`src/hdl/assert_macros.svh`:
```
// Assertion macros shared by the RTL files.
`ifndef ASSERT_MACROS_SVH
`define ASSERT_MACROS_SVH
// Concurrent check with reset disable.
`define CHK(label, cond) \
    label: assert property (@(posedge clk) disable iff (!rst_n) (cond)) else $error("check failed");
// Implication check with reset disable.
`define CHK_IMP(label, ante, cons) \
    label: assert property (@(posedge clk) disable iff (!rst_n) (ante) |-> (cons)) else $error("check failed");
`endif

```
`src/hdl/fpsc_ram.sv`:
```
// Generic single-port synchronous RAM with registered read.
module fpsc_ram #(
    parameter int Depth = 16,
    parameter int Width = 8
) (
    input  logic                     clk,
    input  logic                     we,
    input  logic [$clog2(Depth)-1:0] addr,
    input  logic [Width-1:0]         wdata,
    output logic [Width-1:0]         rdata
);
    logic [Width-1:0] mem [Depth];
    always_ff @(posedge clk)
    begin
        if (we)
        begin
            mem[addr] <= wdata;
        end
        rdata <= mem[addr];
    end
endmodule

```
`config.mk`:
```
export PLATFORM = sky130hd
export DESIGN_NAME = fpsc_ram
export DESIGN_NICKNAME = d
export VERILOG_FILES = /design/src/hdl/assert_macros.svh /design/src/hdl/fpsc_ram.sv
export SDC_FILE = /design/constraint.sdc
export NUM_CORES = 1
export LEC_CHECK = 0
export BUFFER_PORTS_ARGS = -buffer_cell sky130_fd_sc_hd__buf_2
export CAP_MARGIN = 10
export CORE_MARGIN = 5
export CORE_UTILIZATION = 49
export DETAILED_ROUTE_END_ITERATION = 16
export PLACE_DENSITY = 0.75
export SLEW_MARGIN = 40
export SYNTH_ARGS = -nofsm -noshare
export SYNTH_HDL_FRONTEND = slang
export SYNTH_SLANG_ARGS = --single-unit
```
`constraint.sdc`:
```
create_clock -name clk -period 1.8 [get_ports clk]
set_input_delay 0 -clock clk [delete_from_list [all_inputs] [get_ports clk]]
set_output_delay 0 -clock clk [all_outputs]
set_load 0.05 [all_outputs]
```
# Yosys cells after proc, flatten, opt, wreduce, memory -nomap -nowiden
# Memories as Yosys holds them, arrays and structs flattened. A register that Yosys moved wholly into a read port is not among the register bits.
# Cells that the tools add are included.
[word_totals]
register_bits = 0
ram_bits = 128
output_inout_bits = 8
elab_cells = 3
memories = 1
[classes]
mux = 2
[memory_table]
columns = ["memory", "depth", "word_bits", "rd", "rd_ports_with_merged_regs", "write_ports", "line_no", "text"]
rows = [
  ["mem", 16, 8, 1, 1, 1, "fpsc_ram.sv:12", "logic [Width-1:0] mem [Depth];"],
]
[op_table]
columns = ["cell", "count"]
rows = [
  ["1-bit two-way mux", 2],
]

# Longest topological paths before layout
# Gate-level depths: netlist of run 1.
[depth]
word_depth = 2
ltp_mapped = 5
depth_no_buf = 3

# Worst setup path before layout of run 1
# Ideal clock, no wire load.
[synth_timing]
path_kind = "input-to-reg"
start = "input port addr[2]"
end = "memory mem[0][0] (enable)"
arrival_time_ns = 1.110
path_slack_ns = 0.307
path_stages = 2
path_cell_list = "or3b_2 nor3_1"
[synth_lines]
columns = ["element", "line_no", "text"]
rows = [
  ["start, declared", "fpsc_ram.sv:8", "input logic [$clog2(Depth)-1:0] addr,"],
  ["end, declared", "fpsc_ram.sv:12", ""],
]
# No word-level cell before the write port.

==> flow_summary.json, run 1 <==
{
  "outcome": "finished clean",
  "grt_use_total_pct": 17.3,
  "place_inst": 407,
  "async_flop_share_pct": 0,
  "coreArea_mm2": 0.0102,
  "p_per_area_mw_per_mm2": 1180,
  "root_buffer": "clkbuf_8",
  "power.static_leakage_nw": 2.10,
  "dp.final_hpwl_mm": 6.51,
  "fin_crit_ns": 1.40,
  "p_int_mw": 5.71,
  "synthDistinctLibCells": 18,
  "maxSlewViolCount": 0,
  "holdBufCountCts": 9,
  "switching_share_pct": 22.1,
  "place.gp.congestion": 0.774,
  "ys_ff_latch": 136,
  "drt_first_pass_iters": 4,
  "critical_path_arrival_ns": 1.79,
  "initialDrtViolationCount": 190,
  "comb_power_share_pct": 5.9,
  "ys_seq_area_share_pct": 79.0,
  "cts_buffer_depth": 2,
  "setup_viol": 0,
  "yosys.area.top_type": "edfxtp_1",
  "ir_worst_vdd_mv": 0.593,
  "crit_required_ns": 2.19,
  "cts-resized-gates": 0,
  "drt-total-wl_mm": 9.94,
  "cp-end-kind": "flop",
  "cts_inserted_buffers": 17,
  "die_x_um": 112,
  "remaining_drc_errors": 0,
  "finalHoldViolations": 0,
  "cts_tree": "built",
  "start_util_pct": 49.8,
  "cap_violations": 0,
  "htreeDepth": 4,
  "rsz0062_at_grt": "false",
  "die_h_um": 112,
  "post_cts.repair.setup_buffers": 0,
  "ant_nets": 0,
  "min_path_type": "input port to flop",
  "tightest_slew_ns": 0.695,
  "port_buffers": 21,
  "antenna_found_initial": 0,
  "avgRoutedWirePerCell_um": 22.2,
  "setup_tns_ns": 0,
  "clk_pin_slew_ns": 0.06,
  "crit_fanout": 1,
  "vias": 2489,
  "netSwitchingPower_mw": 1.61,
  "ys_warn_count": 0,
  "synthCells": 230,
  "grt_start_max_net_pins": 23,
  "ys_top_cells_by_count": "edfxtp_1, mux4_2, a22oi_1, nor2_1, nand2_1",
  "seqPwrFrac_pct": 48.7,
  "grt_pass1_vias": 2691,
  "critPathLaunchType": "flop",
  "fin_crit_sh_pct": 77.6,
  "drive_gt1_share_pct": 37.3,
  "synth.area.top_cells": "edfxtp_1, mux4_2, dfxtp_1",
  "clockPowerShare_pct": 45.4,
  "synth_edf_count": 128,
  "clkLatencyLatePin_ns": 0.52,
  "fin_skew_ns": 0.00757,
  "syn2layout_area_growth_pct": 22.5,
  "fmax_ghz": 0.716,
  "synth.most_common_cell": "edfxtp_1",
  "clkSinkCount": 136,
  "relSlewSlack_pct": 53.5,
  "placementRows": 37,
  "syn-num-nets": 244,
  "worstSetupPathType": "flop to flop",
  "fin_cells": 447,
  "grt_overflow": 0,
  "netlist_area_mm2": 0.00507,
  "grt_pass1_wl_mm": 15.8,
  "fin_nets": 313,
  "io_pins": 22,
  "hold_ws_ns": 0.0711,
  "vias_per_cell": 5.57,
  "dieArea_mm2": 0.0125,
  "synth_area_per_cell_um2": 22.0,
  "synth_ff_type": "edfxtp_1",
  "antenna_cells": 0,
  "synth_top_cell_area_share_pct": 75.9
}
-- flip-flops by register name, summed over array words and instances, names as in the netlist --
register,flops
rdata,8
mem,128
-- logic make-up after synthesis --
family                 synth area share [%]
DFF                                    79.0
AOI/OAI and AO/OA                      2.37
muxes                                  14.2
and+or+nand+nor                        3.21
buffers and inverters                  1.19
-- critical path, cell delays in order, from the launching register on --
cell and delay, ns:
edfxtp_1 0.38, mux4_2 0.49, a22oi_1 0.31, nand2_1 0.09
-- final timing paths --
check / start / cells after the start / endpoint / slack, ns
setup / recovery: mem[15][4] / 3 / rdata[4] / 0.40
hold / removal: addr[2] / 4 / rdata[1] / 0.07
setup reg to reg: mem[15][4] / 3 / rdata[4] / 0.40
hold reg to reg: mem[4][5] / 3 / rdata[5] / 0.68
-- cell type report --
| class | instances | area, um2 |
|---|---|---|
| Timing Repair Buffer | 61 | 453 |
| Clock inverter | 14 | 161 |
| Sequential cell | 136 | 4000 |
| Clock buffer | 17 | 414 |
| Fill cell | 697 | 3980 |
| Multi-Input combinational cell | 83 | 1000 |
| Tap cell | 136 | 170 |
-- per-layer routing --
layer,global-route usage [%],routed length [um]
met1,23.5,4140
met2,27.5,5060
met3,4.73,599
met4,5.68,141
met5,0,0
-- power by group through the flow --
stage	Combinational, mW	Clock (mW)	Sequential (mW)
finish	0.429	3.33	3.57
detailed placement	0.416	0	3.63
floorplan	0.182	0	3.70
global route	0.460	3.54	3.57
CTS	0.434	3.39	3.57
global placement	0.407	0	3.63
-- stage by stage --
step	worst slack (ns)	total power [mW]	area, um2	utilization, %
6_report	0.402	7.32	6210	60.9
5_1_grt	0.339	7.57	6210	60.9
4_1_cts	0.392	7.39	6210	60.9
3_5_place_dp	0.101	4.05	5540	54.4
3_3_place_gp	0.136	4.04	5540	54.4
2_1_floorplan	0.307	3.88	5070	-
-- cells in the final DEF (no fill, tap or decap) --
cell and instances:
edfxtp_1 128, mux4_2 32, buf_4 29, buf_2 21, a22oi_1 16, clkbuf_16 16
nor2_1 13, nand2_1 9, dlygate4sd3_1 9, dfxtp_1 8, inv_6 7, nor3_1 4
nor2b_1 2, nand3b_1 2, nand2b_1 2, clkinvlp_4 2, bufinv_16 2, buf_12 2
and2_1 1, nand3_1 1, or3b_2 1, clkbuf_8 1, inv_8 1, clkinv_4 1
clkinv_2 1
Power figures use the tool's default switching activity.
==> inputs of run 2 (changes only) <==
- clock period: 1.8 -> 1.3 ns (I/O delays scaled with it)
==> run 2 against run 1 <==
  * The flow now finishes with violations (negative setup slack)
  * Critical endpoint is now rdata[6]
  * Sequential cell count is the same
  * Largest power group is now the clock network
  * Global-route usage shrank 0.16 points
  * Combinational power rose by 46%
  * Sequential power rose by 38%
  * Sequential share of layout area fell by 1.9 points
  * Highest routed layer unchanged
==> flow_summary.json, run 2 (synthesis results as in run 1) <==
{
  "slowest_stage": "mux4_2",
  "drt_first_pass_iters": 4,
  "tightest_slew_ns": 0.916,
  "setup_viol": 1,
  "fmax_ghz": 0.755,
  "cts_inserted_buffers": 17,
  "highest_layer": "met4",
  "critPathTopFamily": "multiplexers",
  "ir_worst_vdd_mv": 0.646,
  "reg_top3": "mem (128), rdata (8)",
  "antenna_found_initial": 0,
  "drt-total-wl_mm": 9.98,
  "fin_nets": 320,
  "die_x_um": 112,
  "crit_fanout": 1,
  "finalHoldViolations": 0,
  "post_cts.repair.setup_buffers": 0,
  "power.static_leakage_nw": 2.18,
  "syn2layout_area_growth_pct": 26.2,
  "clkLatencyLatePin_ns": 0.52,
  "cts_tree": "built",
  "fin_crit_sh_pct": 102,
  "maxSlewViolCount": 0,
  "crit_chain": "mux4_2, a22oi_2, nand2_1",
  "start_util_pct": 49.8,
  "grt_pass1_vias": 2733,
  "io_pins": 22,
  "avgRoutedWirePerCell_um": 21.9,
  "coreArea_mm2": 0.0102,
  "htreeDepth": 4,
  "placementRows": 37,
  "root_buffer": "clkbuf_8",
  "met3_length_um": 613,
  "layout_commonest_cell": "edfxtp_1",
  "initialDrtViolationCount": 239,
  "violations": "negative setup slack",
  "p_per_area_mw_per_mm2": 1660,
  "drive_gt1_share_pct": 44.2,
  "hold_ws_ns": 0.0809,
  "crit_required_ns": 1.70,
  "port_buffers": 21,
  "setup_ws_ns": -0.0239,
  "critPathLaunchType": "flop",
  "remaining_drc_errors": 0,
  "relSlewSlack_pct": 38.7,
  "wl_met2_mm": 5.34,
  "outcome": "finished, violations left",
  "cp_num_buf_inv": 0,
  "placed_cell_area_mm2": 0.00564,
  "grt_use_total_pct": 17.2,
  "dieArea_mm2": 0.0125,
  "vias": 2543,
  "cap_violations": 0,
  "ant_nets": 0,
  "clkSinkCount": 136,
  "grt_overflow": 0,
  "largest_register_ffs": 128,
  "min_path_type": "input port to flop",
  "regMostFlops": "mem",
  "worstSetupPathType": "flop to flop",
  "fin_crit_ns": 1.32,
  "cts_buffer_depth": 2,
  "grt_start_max_net_pins": 24,
  "drt-met1-wl_mm": 3.76,
  "rsz0062_at_grt": "true",
  "dp.final_hpwl_mm": 6.37,
  "fin_skew_ns": 0.00949,
  "antenna_cells": 0,
  "vias_per_cell": 5.59,
  "slowest_delay_ns": 0.50,
  "final_cell_mix": "edfxtp_1, buf_4, mux4_2",
  "place.gp.congestion": 0.812,
  "clk_pin_slew_ns": 0.06,
  "p_total_mw": 10.6,
  "design_area_mm2": 0.00640,
  "cp-end-kind": "flop",
  "grt_pass1_wl_mm": 15.7,
  "die_h_um": 112,
  "critical_path_arrival_ns": 1.72
}
[run 2: area by class of cell]
cell class              instances  area [um2]
fillers                       664        3790
multi-input cells              83        1070
well taps                     136         170
flip-flops and latches        136        4000
repair buffers                 68         528
clock inverters                15         215
clock buffers                  17         414
[run 2: power breakdown]
| part | switching [mW] | internal, mW | total (mW) |
|---|---|---|---|
| logic | 0.378 | 0.249 | 0.627 |
| clock network | 1.86 | 3.17 | 5.03 |
| registers | 0.0353 | 4.90 | 4.94 |
[run 2: routing by layer]
metal  vias to the layer above  global-route usage (%)
li1                       1113                       -
met1                      1295                    21.7
met2                       119                    28.7
met3                        16                    3.37
met4                         0                    8.11
met5                         -                       0
[run 2: worst register-to-register path: stages, from the launching register on]
cell	delay (ns)
edfxtp_1	0.39
mux4_2	0.50
a22oi_2	0.25
nand2_1	0.07
[run 2: per-stage QoR]
stage	setup TNS [ns]	instances	util (%)	worst slack, ns
2_1_floorplan	-10.46	230	-	-0.138
3_3_place_gp	-0.964	415	55.4	-0.0941
3_5_place_dp	-0.740	415	55.4	-0.122
4_1_cts	0	455	62.6	0.000936
5_1_grt	-0.0984	455	62.8	-0.0503
6_report	-0.0239	455	62.8	-0.0239
[run 2: what timing repair did]
action | 4_1_cts | 5_1_grt
resized for setup | 5 | 4
pin swaps | 3 | 2
setup endpoints to repair | 3 | 8
hold buffers | 8 | 0
hold endpoints to repair | 128 | 0
cloned | 0 | 0
[run 2: worst paths after layout]
path / startpoint / slack [ns] / to / depth (start not counted)
hold / removal: addr[1] / 0.08 / rdata[6] / 4
hold reg to reg: mem[7][6] / 0.69 / rdata[6] / 3
setup reg to reg: mem[10][6] / -0.02 / rdata[6] / 3
setup / recovery: mem[10][6] / -0.02 / rdata[6] / 3
