===== src/hdl/assert_macros.svh =====
// Assertion macros shared by the RTL files.
`ifndef ASSERT_MACROS_SVH
`define ASSERT_MACROS_SVH
// Concurrent check with reset disable.
`define CHK(label, cond) \
    label: assert property (@(posedge clk) disable iff (!rst_n) (cond)) else $error("check failed");
// Implication check with reset disable.
`define CHK_IMP(label, ante, cons) \
    label: assert property (@(posedge clk) disable iff (!rst_n) (ante) |-> (cons)) else $error("check failed");
`endif


===== src/hdl/fpsc_pkg.sv =====
// Package: widths, state enum, entry type and key compare for the collision search.
package fpsc_pkg;
    localparam int HeapDepth = 65536;
    localparam int ValueBits = 16;
    localparam int Stride = 30;
    localparam int AddrBits = $clog2(HeapDepth);
    localparam int CountBits = AddrBits + 1;
    localparam int KeyBits = 82;
    localparam int PowBits = 80;
    localparam logic [0:0] CfgClass = 1'b0;
    localparam logic [0:0] CfgBound = 1'b1;

    typedef struct packed {
        logic [15:0] elem_a;
        logic [15:0] elem_b;
    } entry_t;

    typedef struct packed {
        logic        seed_taken;
        logic        match_found;
        logic [15:0] first_small;
        logic [15:0] first_large;
        logic [15:0] second_small;
        logic [15:0] second_large;
        logic        heap_empty;
        logic        heap_overflow;
    } result_t;

    typedef struct packed {
        logic        start;
        logic [15:0] elem_a;
        logic [15:0] elem_b;
    } key_req_t;

    typedef struct packed {
        logic              done;
        logic [KeyBits-1:0] key;
    } key_rsp_t;

    typedef enum logic [4:0] {
        ST_IDLE, ST_SEED, ST_POP_RD, ST_POP_WAIT, ST_POP_KEY, ST_POP_CMP,
        ST_POP_LAST_RD, ST_POP_LAST_WAIT, ST_DN_RD, ST_DN_RDL, ST_DN_RDR,
        ST_DN_KEYL, ST_DN_KEYR, ST_DN_KEYI, ST_DN_DEC,
        ST_PUSH_WR, ST_UP_RD, ST_UP_WAIT, ST_UP_KEYP, ST_UP_KEYI, ST_UP_DEC,
        ST_OUT
    } state_t;

    function automatic logic key_less(input logic [KeyBits-1:0] kx,
                                      input logic [15:0] ax,
                                      input logic [KeyBits-1:0] ky,
                                      input logic [15:0] ay);
        key_less = (kx < ky) || ((kx == ky) && (ax < ay));
    endfunction
endpackage


===== src/hdl/fpsc_key.sv =====
// Multi-cycle key unit: a^5 + b^5 over 82 bits with one 32x16 multiply per cycle.
module fpsc_key
    import fpsc_pkg::*;
(
    input  logic     clk,
    input  logic     rst_n,
    input  key_req_t req,
    output key_rsp_t rsp
);
    logic [2:0]         pc_reg, pc_next;
    logic               busy_reg, busy_next;
    logic [15:0]        op_reg, op_next;
    logic [15:0]        other_reg, other_next;
    logic               second_reg, second_next;
    logic [PowBits-1:0] acc_reg, acc_next;
    logic [KeyBits-1:0] sum_reg, sum_next;
    logic [1:0]         chunk;
    logic [31:0]        mul_a;
    logic [47:0]        prod_reg, prod_next;
    logic               done_reg, done_next;

    // acc holds v^k; multiply by v one 32-bit chunk per cycle, chunk sums kept
    always_comb
    begin
        chunk = pc_reg[1:0];
        case (chunk)
            2'd0: mul_a = acc_reg[31:0];
            2'd1: mul_a = acc_reg[63:32];
            default: mul_a = {16'd0, acc_reg[79:64]};
        endcase
    end

    logic [PowBits-1:0] part_reg, part_next;
    logic [2:0]         pow_reg, pow_next;

    always_comb
    begin
        pc_next = pc_reg;
        busy_next = busy_reg;
        op_next = op_reg;
        other_next = other_reg;
        second_next = second_reg;
        acc_next = acc_reg;
        sum_next = sum_reg;
        prod_next = mul_a * op_reg;
        part_next = part_reg;
        pow_next = pow_reg;
        done_next = 1'b0;
        if (req.start)
        begin
            busy_next = 1'b1;
            op_next = req.elem_a;
            other_next = req.elem_b;
            second_next = 1'b0;
            acc_next = {64'd0, req.elem_a};
            sum_next = '0;
            pc_next = 3'd0;
            pow_next = 3'd1;
            part_next = '0;
        end
        else if (busy_reg)
        begin
            // pc 0..2 issue chunks, 1..3 accumulate previous product
            if (pc_reg != 3'd0)
            begin
                case (pc_reg)
                    3'd1: part_next = {32'd0, prod_reg};
                    3'd2: part_next = part_reg + {prod_reg, 32'd0};
                    default: part_next = part_reg + {prod_reg[15:0], 64'd0};
                endcase
            end
            if (pc_reg == 3'd3)
            begin
                pc_next = 3'd0;
                if (pow_reg == 3'd4)
                begin
                    if (second_reg)
                    begin
                        sum_next = sum_reg + {2'd0, part_next};
                        busy_next = 1'b0;
                        done_next = 1'b1;
                    end
                    else
                    begin
                        sum_next = {2'd0, part_next};
                        second_next = 1'b1;
                        op_next = other_reg;
                        acc_next = {64'd0, other_reg};
                        pow_next = 3'd1;
                    end
                end
                else
                begin
                    acc_next = part_next;
                    pow_next = pow_reg + 3'd1;
                end
            end
            else
            begin
                pc_next = pc_reg + 3'd1;
            end
        end
    end

    always_ff @(posedge clk or negedge rst_n)
    begin
        if (!rst_n)
        begin
            pc_reg <= '0;
            busy_reg <= 1'b0;
            done_reg <= 1'b0;
            pow_reg <= '0;
            second_reg <= 1'b0;
        end
        else
        begin
            pc_reg <= pc_next;
            busy_reg <= busy_next;
            done_reg <= done_next;
            pow_reg <= pow_next;
            second_reg <= second_next;
        end
    end

    always_ff @(posedge clk)
    begin
        op_reg <= op_next;
        other_reg <= other_next;
        acc_reg <= acc_next;
        sum_reg <= sum_next;
        prod_reg <= prod_next;
        part_reg <= part_next;
    end

    assign rsp.done = done_reg;
    assign rsp.key = sum_reg;

    `include "assert_macros.svh"
    `CHK_IMP(a_done_idle, rsp.done, !busy_reg)
    `CHK_IMP(a_pc_range, busy_reg, pc_reg <= 3'd3)
    `CHK_IMP(a_pow_range, busy_reg, pow_reg >= 3'd1 && pow_reg <= 3'd4)
endmodule


===== config.mk =====
export PLATFORM = sky130hd
export DESIGN_NAME = fpsc_key
export DESIGN_NICKNAME = d
export VERILOG_FILES = /design/src/hdl/fpsc_pkg.sv /design/src/hdl/fpsc_key.sv
export VERILOG_INCLUDE_DIRS = /design/src /design/src/hdl
export SDC_FILE = /design/constraint.sdc
export NUM_CORES = 2
export LEC_CHECK = 0
export ABC_CLOCK_PERIOD_IN_PS = 8750
export BUFFER_PORTS_ARGS = -buffer_cell sky130_fd_sc_hd__clkbuf_2
export CAP_MARGIN = 20
export CORE_MARGIN = 2
export CORE_UTILIZATION = 65
export CTS_CLUSTER_DIAMETER = 150
export DETAILED_ROUTE_END_ITERATION = 10
export GPL_TIMING_DRIVEN = 0
export PLACE_DENSITY_LB_ADDON = 0.05
export SYNTH_ARGS = -nofsm -noshare
export SYNTH_HDL_FRONTEND = slang
export SYNTH_SLANG_ARGS = --single-unit

===== constraint.sdc =====
create_clock -name clk -period 8.75 [get_ports clk]
set_input_delay 0.875 -clock clk [delete_from_list [all_inputs] [get_ports clk]]
set_output_delay 0.875 -clock clk [all_outputs]
set_load 0.005 [all_outputs]

## Word-level counts from Yosys, hierarchy flattened

Index checks and enable logic that the tools add are counted.

| cells by class | value |
|---|---|
| equal/unequal tests | 8 |
| add/sub/neg operators | 5 |
| reduce and logical (&&, ||, !) cells | 10 |
| bitwise logic cells | 0 |
| shifts and indexed selects | 0 |
| magnitude comparators | 0 |
| mux-type cells | 38 |
| div/mod/pow operators | 0 |
| $mul | 1 |

Operators with widths:

| operator | number |
|---|---|
| $mux W80 | 5 |
| $add A80 B80 Y80 | 2 |
| $pmux W80 S2 | 1 |
| $mux W16 | 8 |
| $add A82 B80 Y82 | 1 |
| $mux W82 | 1 |
| $pmux W32 S2 | 1 |
| $mul A32 B16 Y48 | 1 |
| $mux W3 | 8 |
| $mux W1 | 14 |
| $reduce_and A3 Y1 | 4 |
| $add A3 B1 Y3 const B | 2 |
| $eq A3 B2 Y1 const B | 2 |
| $reduce_bool A2 Y1 | 3 |
| $ne A2 B2 Y1 const B | 2 |
| $reduce_and A4 Y1 | 1 |
| $eq A3 B1 Y1 const B | 1 |
| $eq A3 B3 Y1 const B | 1 |
| $ne A3 B3 Y1 const B | 1 |
| $reduce_bool A3 Y1 | 1 |
| $eq A2 B1 Y1 const B | 1 |
| $logic_not A2 Y1 | 1 |

| storage, ports and cells | value |
|---|---|
| memories kept | 0 |
| memory bits (writable) | 0 |
| bits in latches | 0 |
| flip-flop bits (word level) | 331 |
| bits in read-only memories | 0 |
| input port bits | 35 |
| word-level logic and storage cells | 74 |

## Depth between registers and ports, before layout

| depth | value |
|---|---|
| depth after elaboration | 9 |
| gate-level depth with buffers | 32 |

## Worst setup path after synthesis

No wires, ideal clock.

| path | value |
|---|---|
| path type | reg-to-reg |
| start | register pc_reg[0] |
| end | register prod_reg[45] |
| data required time | 8678 ps |
| stages on the path, launching flop included | 29 |
| arrival time | 7345 ps |
| setup time | 72 ps |
| clock period less this slack | 7418 ps |
| path slack | 1332 ps |
| path through | dfrtp_1 ha_1 clkbuf_1 nor2_1 clkbuf_1 nand2_1 nand2_1 clkbuf_1 nand2_1 fa_1 fa_1 fa_1 inv_1 fa_1 fa_1 inv_1 fa_1 inv_1 ha_1 a21oi_1 o21ai_0 a31o_2 a21oi_1 o211ai_1 a221oi_1 o22ai_1 a221o_1 a21oi_1 xnor2_1 |

| on the way | value |
|---|---|
| cells in the longest elaborated chain, start to end | 3 |

Ends and longest elaborated chain:

| element | RTL line | RTL |
|---|---|---|
| start, declared | fpsc_key.sv:10 | `logic [2:0] pc_reg, pc_next;` |
| start signal, assigned | fpsc_key.sv:117 | `pc_reg <= pc_next;` |
| $eq A2 B1 Y1 / $logic_not A2 Y1 (equally long branches) | fpsc_key.sv:26 | `case (chunk)` |
| $pmux W32 S2 * | fpsc_key.sv:26 |  |
| $mul A32 B16 Y48 * | fpsc_key.sv:45 | `prod_next = mul_a * op_reg;` |
| named net prod_next[45] | fpsc_key.sv:19 | `logic [47:0] prod_reg, prod_next;` |
| end signal, assigned | fpsc_key.sv:131 | `prod_reg <= prod_next;` |
| end, declared | fpsc_key.sv:19 |  |

Mark *: on every way through the listed nets, which the timed path passes. The rest lies on a longest branch.
A chain may end at the register's enable or synchronous reset.

## Worst setup path after layout

| path | value |
|---|---|
| start | register pc_reg[0] |
| end | register prod_reg[46] |

The elaborated chain is that of the path after synthesis.

==> flow_summary.toml <==
[run_status]
status = "finished, final reports clean"

[floorplanning]
die_x_um = 242.5
pin_count = 118
start_util_pct = 65.70
coreArea_um2 = 56280
dieArea_um2 = 58810
die-height_um = 242.5
rows = 87

[clocking]
clock_path_buffers = 3
numCtsBuffers = 36
hold_buffers = 0
insertion_delay_ps = 570
cts.htree.levels = 2
cts_num_sinks = 331
cts_root_buf = "clkbuf_16"
tritoncts = "built"
clk_pin_slew_ps = 70

[synthesis]
synthAdderAreaFrac_pct = 31.86
yosysSeqAreaShare_pct = 19.34
muxShareOfSynthArea_pct = 0.6023
synth-simple-area-share_pct = 17.03
yosysWarnings = 0
synth_seq_cells = 331
syn_avg_cell_area_um2 = 8.263
synth_xor_area_share_pct = 4.003
synth-edff-count = 48
synth_top_family_by_area = "adder cells"
yosysUniqueCellTypes = 86
synthCells = 4475
syn_area_um2 = 36980
synth-compound-area-share_pct = 18.88
syn_nets = 5199
synth-main-ff-cell = "dfxtp_1"
ys_async_sr_fraction_pct = 2.719

[worst_setup_path]
crit_slowest_cell = "fa_1"
critical_path.max_fanout = 10
arrival_ps = 8860
worstSetupEndpointType = "register"
cp-start-kind = "register"
required_ps = 9180
reg2regPathDepth = 29
critPathKind = "reg -> reg"
crit_top_cell = "fa_1"
slowest_delay_ps = 540

[power]
power_switching_w = 0.004241
pwr-share-comb_pct = 58.1
p_clk_share_pct = 18.7
peakVddDrop_v = 0.0002803
pwr-share-seq_pct = 23.2
p_per_area_nw_per_um2 = 219.5
p_sw_share_pct = 48.35
p_int_w = 0.004531
leakagePower_nw = 18.62

[sta]
period_share_pct = 96.32
min_period_ps = 8428
rsz0062_at_grt = "false"
hold_slack_ps = 185.7
final_max_slew_viol_count = 0
finalClockSkew_ps = 27.52
clock.fmax_mhz = 118.7
tns_ps = 0
hold_viol = 0
relSlewSlack_pct = 19.32
report.final.setup_viol = 0
tightest_slew_ps = 1202

[routing]
drc = 0
wl_per_cell_um = 23.70
drt_iter0_markers = 3477
wirelength_um = 128500
via_per_inst = 6.264
drtPass1Iterations = 7
vias = 33964
detail-route-antenna-nets = 0

[flow_run]
max-cap-violations = 0

[placement]
globalplace.congestion = 1.032
port_buffers = 117
place_inst = 5356
dp_hpwl_um = 105400

[global_route]
grt_pass1_wl_um = 195800
antenna_found_initial = 4
grt_pass1_vias = 33193
grt.busiest_layer = "met2"
grtUsageMet3_pct = 7.123
grt_max_degree = 20
grt_overflow_total = 0
grtUsageMet1_pct = 55.56
use_met2_pct = 68.55
grt_usage_pct = 43.63

[final_layout]
largest_reg_flops = 82
nNetsFinal = 5361
drive_gt1_share_pct = 5.745
fin_cells = 5422
syn2layout_area_growth_pct = 8.094

[worst_hold_path]
hold_path.class = "in -> async"
-- logic make-up after synthesis --
kind of cell	after synthesis
adders and majority gates	689
xor gates and xnor gates	169
muxes	22
and+or+nand+nor	1389
buffers and inverters	813
DFF	331
AOI/OAI and AO/OA	1062
-- critical path, delay by kind of cell (launching register included) --
family | cells | cell delay, ps
AO/OA/AOI/OAI | 6 | 1380
XOR/XNOR | 1 | 140
adder cells (fa/ha/maj) | 8 | 3720
buffers and inverters | 7 | 1270
flip-flops | 1 | 430
AND/OR/NAND/NOR | 7 | 1350
-- layout by cell type, fill, tap and decap left out, types with 10 or more instances in the layout --
| cell | Yosys | layout |
|---|---|---|
| a22o_1 | 44 | 40 |
| dfxtp_1 | 274 | 274 |
| a22oi_1 | 78 | 78 |
| a211oi_1 | 113 | 113 |
| nand2_2 | 0 | 10 |
| o21bai_1 | 35 | 35 |
| o21ai_1 | 31 | 31 |
| nor2b_1 | 15 | 15 |
| a21o_1 | 81 | 81 |
| a21oi_1 | 281 | 281 |
| inv_1 | 559 | 559 |
| o21a_1 | 36 | 36 |
| nor2_1 | 314 | 312 |
| edfxtp_1 | 48 | 48 |
| o211ai_1 | 37 | 37 |
| clkbuf_16 | 0 | 36 |
| buf_2 | 5 | 10 |
| xor2_1 | 62 | 62 |
| ha_1 | 268 | 266 |
| nand4_1 | 48 | 48 |
| clkbuf_1 | 243 | 220 |
| and2_1 | 219 | 219 |
| nand3_1 | 46 | 46 |
| and3_1 | 25 | 25 |
| o31ai_1 | 12 | 12 |
| xnor2_1 | 107 | 107 |
| a31oi_1 | 22 | 21 |
| nand2_1 | 585 | 575 |
| o22ai_1 | 11 | 10 |
| clkbuf_2 | 0 | 133 |
| mux2i_1 | 20 | 20 |
| fa_1 | 421 | 421 |
| o21ai_0 | 185 | 185 |
| nor3_1 | 92 | 92 |
-- power groups by stage --
stage	Clock, W	Combinational [W]	Sequential, W
floorplan	0	0.00341	0.00184
global placement	0	0.00480	0.00203
detailed placement	0	0.00481	0.00203
CTS	0.00164	0.00493	0.00200
global route	0.00170	0.00554	0.00201
finish	0.00164	0.00510	0.00203
-- what timing repair did --
action | in CTS | in global routing
setup buffers | 1 | 0
pin swaps | 1 | 0
resized for setup | 29 | 42
setup endpoints to repair | 23 | 10
-- metrics by stage --
stage / utilization (%) / total power [W] / instance area [um^2] / worst slack (ps)
detailed placement: 68.52 / 0.006839 / 38560 / -1061
global placement: 68.42 / 0.006832 / 38510 / -987.3
CTS: 70.88 / 0.008573 / 39890 / 45.04
floorplan: - / 0.005248 / 36980 / 1332
global route: 71.02 / 0.009239 / 39970 / 22.28
finish: 71.02 / 0.008772 / 39970 / 322.0
-- routing by layer --
| metal | part of all wire (%) | up-vias |
|---|---|---|
| met5 | 0 | - |
| met4 | 8.1 | 0 |
| met3 | 10 | 452 |
| met2 | 45 | 1982 |
| met1 | 37 | 16269 |
| li1 | - | 15261 |
-- Yosys cell counts, types with 5 or more instances --
cell type / n / area [um^2]
fa_1: 421 / 8428
a31oi_1: 22 / 137.6
o21ai_0: 185 / 925.9
a211oi_1: 113 / 848.3
dfrtp_1: 9 / 225.2
a211o_1: 7 / 61.31
o31ai_1: 12 / 90.09
a21boi_1: 6 / 45.04
o22ai_1: 11 / 68.82
nand2b_1: 8 / 50.05
nand2_1: 585 / 2196
clkbuf_1: 243 / 912.1
o21bai_1: 35 / 262.8
dfxtp_1: 274 / 5485
nand3_1: 46 / 230.2
o211a_1: 5 / 50.05
or3_1: 9 / 56.30
nor2_1: 314 / 1179
or2_2: 6 / 37.54
o21a_1: 36 / 270.3
edfxtp_1: 48 / 1441
ha_1: 268 / 3353
a21oi_1: 281 / 1406
nor4_1: 8 / 50.05
nand4_1: 48 / 300.3
a22o_1: 44 / 385.4
inv_1: 559 / 2098
mux2i_1: 20 / 200.2
buf_1: 5 / 18.77
a221oi_1: 6 / 52.55
a21boi_0: 9 / 67.56
and2_1: 219 / 1370
a21o_1: 81 / 608.1
a221o_1: 7 / 70.07
o21ai_1: 31 / 155.2
buf_2: 5 / 25.02
xnor2_1: 107 / 937.2
nor2b_1: 15 / 93.84
xor2_1: 62 / 543.0
a22oi_1: 78 / 585.6
o211ai_1: 37 / 277.8
and3_1: 25 / 156.4
nor3_1: 92 / 460.4
-- path summary, 6_finish.rpt --
kind	startpoint	to	slack, ps
setup / recovery	pc_reg[0]	prod_reg[46]	320
hold / removal	rst_n	pow_reg[0]	190
setup reg to reg	pc_reg[0]	prod_reg[46]	320
hold reg to reg	acc_reg[45]	acc_reg[45]	460
max in group asynchronous	rst_n	pc_reg[1]	8330
min in group clk	acc_reg[45]	acc_reg[45]	460
-- area by class of cell --
class	count	area, um^2
flip-flops and latches	331	7152
clock inverters	21	287.8
plain buffers	251	1001
multi-input cells	3331	26840
clock buffers	45	984.7
diodes	1	2.502
repair buffers	127	655.6
inverters	559	2098
well taps	756	945.9
fillers	4614	16310
No activity file was read; power rests on OpenSTA's default activity.
